[config.mk]
export PLATFORM = sky130hd
export DESIGN_NAME = dmx_slot_capture_rgb_pwm
export DESIGN_NICKNAME = d
export VERILOG_FILES = /design/src/dmxrgb_pkg.sv /design/src/dmxrgb_pwm.sv /design/src/dmx_slot_capture_rgb_pwm.sv
export VERILOG_INCLUDE_DIRS = /design/src /design/src/src
export SDC_FILE = /design/constraint.sdc
export NUM_CORES = 1
export LEC_CHECK = 0
export BUFFER_PORTS_ARGS = -buffer_cell sky130_fd_sc_hd__buf_2
export CORE_ASPECT_RATIO = 1.2
export CORE_MARGIN = 1.5
export CORE_UTILIZATION = 40
export CTS_CLUSTER_DIAMETER = 40
export CTS_CLUSTER_SIZE = 16
export DETAILED_ROUTE_END_ITERATION = 6
export PLACE_DENSITY = 0.67
export SLEW_MARGIN = 20
export SYNTH_ARGS = -nofsm -noshare
export SYNTH_HDL_FRONTEND = slang
export SYNTH_SLANG_ARGS = --single-unit
[constraint.sdc]
create_clock -name clk -period 4.95 [get_ports clk]
set_clock_uncertainty 0.05 [all_clocks]
set_input_delay 0.99 -clock clk [delete_from_list [all_inputs] [get_ports clk]]
set_output_delay 0.99 -clock clk [all_outputs]
set_load 0.05 [all_outputs]
[src/assert_macros.svh]
// Assertion macros used by the top-level RTL file.
`ifndef ASSERT_MACROS_SVH
`define ASSERT_MACROS_SVH

`ifndef ASSERT_OFF

// Clocked check, disabled while reset is high.
`define CHECK_RST(label, clk, rst, prop, msg) \
  label: assert property (@(posedge clk) disable iff (rst) prop) else $error(msg);

// Clocked check that also holds during reset.
`define CHECK_ALWAYS(label, clk, prop, msg) \
  label: assert property (@(posedge clk) prop) else $error(msg);

`else

`define CHECK_RST(label, clk, rst, prop, msg)
`define CHECK_ALWAYS(label, clk, prop, msg)

`endif

`endif

[src/dmxrgb_pkg.sv]
// Types, codes and level arithmetic for the DMX slot capture / RGB PWM block.
package dmxrgb_pkg;

  localparam int NUM_COLOURS = 3;
  localparam int LEVEL_W     = 8;
  localparam int SLOT_W      = 10;
  localparam int BASE_W      = 9;
  localparam int CFG_W       = 9;
  localparam int FIELD_W     = 3;

  localparam logic [SLOT_W-1:0]  SLOT_MAX    = 10'd1023;
  localparam logic [LEVEL_W-1:0] MANUAL_STEP = 8'd36;
  localparam logic [LEVEL_W-1:0] FULL_MASTER = 8'd255;

  // command codes
  localparam logic CMD_BYTE = 1'b0;
  localparam logic CMD_TICK = 1'b1;

  // configuration register indexes
  typedef logic [0:0] cfg_index_t;
  localparam cfg_index_t REG_BASE_ADDRESS = 1'b0;
  localparam cfg_index_t REG_DMX_MODE     = 1'b1;

  typedef logic [NUM_COLOURS-1:0][LEVEL_W-1:0] level_arr_t;

  typedef struct packed {
    logic               command;
    logic [LEVEL_W-1:0] data_byte;
    logic               break_flag;
  } item_t;

  typedef struct packed {
    logic red_on;
    logic green_on;
    logic blue_on;
    logic set_updated;
  } result_t;

  // (master * colour) >> 8
  function automatic logic [LEVEL_W-1:0] scale_level(input logic [LEVEL_W-1:0] master,
                                                     input logic [LEVEL_W-1:0] colour);
    logic [2*LEVEL_W-1:0] prod;
    prod = (2*LEVEL_W)'(master) * (2*LEVEL_W)'(colour);
    return prod[2*LEVEL_W-1:LEVEL_W];
  endfunction

  // manual colour: field * 36 at full master
  function automatic logic [LEVEL_W-1:0] manual_level(input logic [FIELD_W-1:0] field);
    logic [LEVEL_W-1:0] colour;
    colour = MANUAL_STEP * {{(LEVEL_W-FIELD_W){1'b0}}, field};
    return scale_level(FULL_MASTER, colour);
  endfunction

endpackage

[src/dmxrgb_pwm.sv]
// Three-channel 8-bit PWM generator advanced by tick transfers.
module dmxrgb_pwm
  import dmxrgb_pkg::*;
(
  input  logic                   clk,
  input  logic                   rst,
  input  logic                   tick,
  input  level_arr_t             levels,
  output logic [NUM_COLOURS-1:0] pins
);

  logic [LEVEL_W-1:0]     phase;
  logic [NUM_COLOURS-1:0] pins_next;

  always_comb begin
    for (int k = 0; k < NUM_COLOURS; k++) begin
      pins_next[k] = pins[k];
      if (phase == '0) begin
        pins_next[k] = 1'b1;
      end
      // equal-to-level wins, so a zero level never drives high
      if (phase == levels[k]) begin
        pins_next[k] = 1'b0;
      end
    end
  end

  always_ff @(posedge clk) begin
    if (rst) begin
      phase <= '0;
      pins  <= '0;
    end else if (tick) begin
      phase <= phase + 1'b1;
      pins  <= pins_next;
    end
  end

endmodule

[src/dmx_slot_capture_rgb_pwm.sv]
// Top level: DMX slot capture feeding an RGB PWM generator.
//
//  channel  | signals                              | moves
//  ---------+--------------------------------------+-------------------------------
//  item     | item_valid, item_stall, item         | byte (with break) or PWM tick
//  result   | result_valid, result_stall, result   | pin levels and set_updated
//  config   | cfg_write, cfg_index, cfg_data       | base_address, dmx_mode writes
//
//  One transfer is accepted per cycle into the input register unless item_stall
//  is high; its result is then loaded into the result register and leaves from
//  there. Both registers hold one transfer, so one more transfer enters
//  while a result waits. Input stalls only when both registers are full and
//  downstream stalls.
//  Reset is synchronous: slot counter goes to 1, levels, phase and pins to 0,
//  dmx_mode to 1.
module dmx_slot_capture_rgb_pwm
  import dmxrgb_pkg::*;
(
  input  logic             clk,
  input  logic             rst,
  input  logic             item_valid,
  output logic             item_stall,
  input  item_t            item,
  output logic             result_valid,
  input  logic             result_stall,
  output result_t          result,
  input  logic             cfg_write,
  input  cfg_index_t       cfg_index,
  input  logic [CFG_W-1:0] cfg_data
);

`include "assert_macros.svh"

  // configuration
  logic [BASE_W-1:0] base_address;
  logic              dmx_mode;

  // input register
  logic  held_valid;
  item_t held;

  // block state
  logic [SLOT_W-1:0]              slot_counter;
  logic [SLOT_W-1:0]              slot_counter_next;
  logic [NUM_COLOURS-1:0][LEVEL_W-1:0] staged;
  level_arr_t                     levels;
  level_arr_t                     levels_next;
  level_arr_t                     manual_levels;
  level_arr_t                     active_levels;
  logic [NUM_COLOURS-1:0]         pins;

  // handshake
  logic advance;
  logic work;
  logic is_byte;
  logic tick;

  // slot window
  logic [SLOT_W:0] slot_diff;
  logic            in_window;
  logic [1:0]      slot_pos;
  logic            set_done;

  result_t result_next;

  // assertion helpers
  logic                                  out_held;
  logic                                  set_out;
  logic [SLOT_W+NUM_COLOURS*LEVEL_W-1:0] kept_state;

  always_ff @(posedge clk) begin
    if (rst) begin
      base_address <= '0;
      dmx_mode     <= 1'b1;
    end else if (cfg_write) begin
      unique case (cfg_index)
        REG_BASE_ADDRESS: base_address <= cfg_data[BASE_W-1:0];
        REG_DMX_MODE:     dmx_mode     <= cfg_data[0];
        default: ;
      endcase
    end
  end

  // result register frees up when empty or taken this cycle
  assign advance    = !result_valid || !result_stall;
  assign item_stall = held_valid && !advance;
  assign work       = held_valid && advance;

  always_ff @(posedge clk) begin
    if (rst) begin
      held_valid <= 1'b0;
    end else if (!item_stall) begin
      held_valid <= item_valid;
    end
  end

  always_ff @(posedge clk) begin
    if (!item_stall && item_valid) begin
      held <= item;
    end
  end

  // manual levels come from the three 3-bit fields, red in the top bits
  always_comb begin
    for (int k = 0; k < NUM_COLOURS; k++) begin
      manual_levels[k] = manual_level(base_address[FIELD_W*(NUM_COLOURS-1-k) +: FIELD_W]);
    end
  end

  // manual mode refreshes levels on every step
  assign active_levels = dmx_mode ? levels : manual_levels;

  assign is_byte = work && (held.command == CMD_BYTE) && dmx_mode;
  assign tick    = work && (held.command == CMD_TICK);

  // position of the current slot relative to the fixture base
  assign slot_diff = {1'b0, slot_counter} - {2'b00, base_address};
  assign in_window = (slot_counter >= SLOT_W'(base_address)) && (slot_diff < (SLOT_W+1)'(4));
  assign slot_pos  = slot_diff[1:0];
  assign set_done  = is_byte && !held.break_flag && in_window && (slot_pos == 2'd3);

  always_comb begin
    slot_counter_next = slot_counter;
    if (is_byte) begin
      if (held.break_flag) begin
        slot_counter_next = '0;
      end else if (slot_counter != SLOT_MAX) begin
        slot_counter_next = slot_counter + 1'b1;
      end
    end
  end

  always_comb begin
    levels_next = active_levels;
    if (set_done) begin
      levels_next[0] = scale_level(staged[0], staged[1]);
      levels_next[1] = scale_level(staged[0], staged[2]);
      levels_next[2] = scale_level(staged[0], held.data_byte);
    end
  end

  always_ff @(posedge clk) begin
    if (rst) begin
      slot_counter <= SLOT_W'(1);
      staged       <= '0;
      levels       <= '0;
    end else if (work) begin
      slot_counter <= slot_counter_next;
      levels       <= levels_next;
      if (is_byte && !held.break_flag && in_window && (slot_pos != 2'd3)) begin
        staged[slot_pos] <= held.data_byte;
      end
    end
  end

  dmxrgb_pwm u_pwm (
    .clk    (clk),
    .rst    (rst),
    .tick   (tick),
    .levels (active_levels),
    .pins   (pins)
  );

  // pins report the state before this transfer's tick
  always_comb begin
    result_next.red_on      = pins[0];
    result_next.green_on    = pins[1];
    result_next.blue_on     = pins[2];
    result_next.set_updated = set_done;
  end

  always_ff @(posedge clk) begin
    if (rst) begin
      result_valid <= 1'b0;
    end else if (advance) begin
      result_valid <= held_valid;
    end
  end

  always_ff @(posedge clk) begin
    if (work) begin
      result <= result_next;
    end
  end

  assign out_held   = result_valid && result_stall;
  assign set_out    = result_valid && result.set_updated;
  assign kept_state = {slot_counter, levels};

  `CHECK_RST(a_stall_needs_full_out, clk, rst, item_stall |-> out_held, "stall with free output")
  `CHECK_RST(a_state_holds_on_stall, clk, rst, out_held |=> $stable(kept_state), "state moved")
  `CHECK_RST(a_update_reported, clk, rst, set_done |=> set_out, "completed set not reported")

endmodule
==> implementation parameters <==
Parameter                              Value

Critical path
  Max FO, Critical Path    3
  Required time of the worst setup path    5.18 ns
  Worst reg-to-reg setup slack    0.17 ns
  Arrival time of the worst setup path    5.00 ns
  CP max stage cell    fa_1
  Crit start category    flop
  Reg-to-reg critical path endpoint    kept_state[22]
  Startpoint of the lowest-slack register-to-register path    held[5]
  Largest stage delay on the critical path    0.54 ns
  Critical path launch point    held[5]
  Crit path cell chain    buf_4, and2_1, fa_2, fa_1, inv_1, fa_1, inv_1, fa_1, ha_2, o21ai_2, o21bai_4, a31oi_4, a211oi_2, o21a_1, or2_2, mux2_2, a211oi_1
  Crit path capture type    flop
  Classification of the worst setup path    reg -> reg
  Termination of the worst setup path    kept_state[22]
  Worst r2r path cells    17
  Most common cell type on the critical path    fa_1

Synthesis
  Xor/xnor share of the synthesized area    6.09%
  Post-Synthesis Cells    1463
  Flops & latches, synth    95
  Complex-gate fraction of the synthesized area    10.1%
  Sequential cell area fraction in the yosys report    16.1%
  Synth unique cells    56
  Largest area contributor in the netlist    fa_1
  Adder-Cell Fraction of Synth Area    36.6%
  Post-synthesis average cell area    8.65 um^2
  Ys async rst share    0%
  Fraction of synthesized cell area taken by the top area cell type    20.6%
  Combinational family with the most area after synthesis    adder cells
  Post-synthesis mux area share    3.92%
  Post-synthesis net count    1780
  Simple-gate share of the synthesized area    19.0%
  Leading post-synthesis cells by cell area    fa_1, ha_1, dfxtp_1
  Yosys synthesis warning count    0
  Number of flops mapped to enable cells by yosys    14
  Synth Cell Area    12700 um^2
  Ys flop type    dfxtp_1

Place
  Count of port buffers added during placement    30
  HPWL after detailed placement    23.1 mm
  Routability Congestion    0.917

Floorplanning
  Floorplan core area    31300 um^2
  # IOs    31
  Die X-Extent    165 um
  Starting density of the core    40.5%
  Placement row count    71
  Y dimension of the die    198 um
  Die Area    32700 um^2

Detailed routing
  1st-iter DRT viols    447
  DRC violation count after routing    0
  Routed len/inst    15.4 um
  Total wire length    29.4 mm
  Number of vias per cell after detailed routing    5.17
  Number of iterations in the first detailed-routing pass    6
  Post-route ant nets    0
  Total via count in the routed design    9884

Pwr
  Cell leakage power    6.97 nW
  Power per unit of standard cell area    133 nW/um^2
  IR drop worst, VDD    0.000159 V

Global routing
  Met2 Usage GRT    34.7%
  Most congested layer reported by global routing    met2
  Global routing met1 resource utilization    23.3%
  Global-route wire length before repair    49.6 mm
  Routing usage on met3    1.68%
  Initial antenna violation count    0
  Via count of the first global-routing pass    10100
  Maximum number of pins on one net before global-route repair    77
  Overall routing resource usage    19.0%
  Sum of overflow across all layers after global routing    0

CTS
  Clock root cell    clkbuf_16
  Clk sink count    95
  CTS HTree Levels    3
  Num CTS Buffers    9
  Clk Latency, worst-skew pair    0.36 ns
  Clock-pin slew reported for the worst setup and hold paths after clock tree synthesis    0.07 ns
  TritonCTS clock tree    built
  Number of hold-repair buffers added at the cts stage    0
  Max clock buf depth    2

Outcome
  Status    complete, no violations

Timing
  Post-route fraction of the period consumed by the critical path    96.5%
  Least-Margin Pin Slew    0.888 ns
  Worst slew margin relative to its limit    40.8%
  Hold Vio Cnt, Final    0
  Final Max Tran Viols    0
  Hold Slack    0.426 ns
  Number of setup violations in the final report    0
  Min Clock Period, post-route    4.78 ns
  TNS Setup    0 ns
  F_max    209 MHz

Finish
  Final Net Count    1824
  Finished Core Util    45.4%
  Number of diodes    0
  Syn-to-layout area delta    12.1%
  Fraction of final layout cells with drive strength greater than 1    11.4%
  Highest-count cells in the layout ignoring fill and taps    inv_1, ha_1, and2_1
  Most frequent standard cell in the layout excluding fill and tap cells    inv_1

Run
  Number of maximum-capacitance constraint violations    0

Hold path
  Hold/Removal Path Class    reg -> reg
worst max-delay path, delay by kind of cell (launching register included):
| family | cells | cell delay, ns |
|---|---|---|
| AO/OA/AOI/OAI | 6 | 1.06 |
| adder cells (fa/ha/maj) | 5 | 2.20 |
| buffers and inverters | 3 | 0.27 |
| flip-flops | 1 | 0.43 |
| multiplexers | 1 | 0.26 |
| AND/OR/NAND/NOR | 2 | 0.42 |
flip-flops by register name (all words and copies together) (netlist names):
signal        count
base_address      9
dmx_mode          1
u_pwm.pins        3
kept_state       24
held             10
staged           24
slot_counter     10
result            4
held_valid        1
u_pwm.phase       8
result_valid      1
synthesized netlist by cell type (all sizes together), types with 8 or more instances:
master,instances
nand2,128
mux2i,44
and2,141
a21oi,49
nor3,25
dfxtp,81
fa,130
a211oi,16
edfxtp,14
o21ai,31
nor2,98
ha,162
xnor2,46
clkbuf,55
a311oi,13
nor2b,9
nand3,18
o31ai,8
xor2,42
a31oi,11
inv,212
and3,9
nand4,14
a21o,14
cell type report:
cell class,count,area [um^2]
clock buffer,14,254
fill,3080,17100
multi-input combinational,1095,9850
clock inverter,2,35.0
timing repair buffer,94,678
inverter,212,796
sequential,95,2070
tap,401,502
worst min-delay path by stage:
stage | to | startpoint | slack, ns | cells past startpoint
global placement | kept_state[17] | kept_state[17] | 0.41 | 2
global route | result[1] | u_pwm.pins[2] | 0.44 | 0
CTS | result[1] | u_pwm.pins[2] | 0.43 | 0
detailed placement | result[1] | u_pwm.pins[2] | 0.41 | 0
finish | result[1] | u_pwm.pins[2] | 0.43 | 0
floorplan | result[1] | u_pwm.pins[2] | 0.36 | 0
repair_timing:
action | in CTS | in global routing
setup endpoints to repair | 8 | 15
setup buffers | 0 | 11
gates resized for setup | 10 | 67
pin swaps | 2 | 42
metrics by stage:
stage                     instances  total power, mW  instance area, um^2  worst slack, ns
after floorplan                1463             1.09                12700           0.0209
after detailed placement       1886             1.18                13500           -0.112
after CTS                      1902             1.90                13800           0.0216
after global routing           1913             1.97                14200          -0.0581
final                          1913             1.89                14200            0.175
after global placement         1886             1.18                13500          -0.0183
routing by layer:
layer / wire [um] / vias up
li1: - / 4846
met4: 713 / 0
met3: 639 / 49
met2: 15400 / 156
met1: 12700 / 4833
met5: 0 / -
where the power goes:
part | switching, mW | total (mW) | internal (mW) | leakage (nW)
clock network | 0.317 | 0.723 | 0.406 | 0.141
registers | 0.0305 | 0.835 | 0.805 | 0.801
logic | 0.203 | 0.333 | 0.130 | 6.03
logic make-up after synthesis:
family          after synthesis
simple gates                476
fa+ha+maj                   292
buf+inv                     273
compound gates              190
flops                        95
xor+xnor                     88
mux                          49
Note: power is estimated with default switching activity, not from simulation.
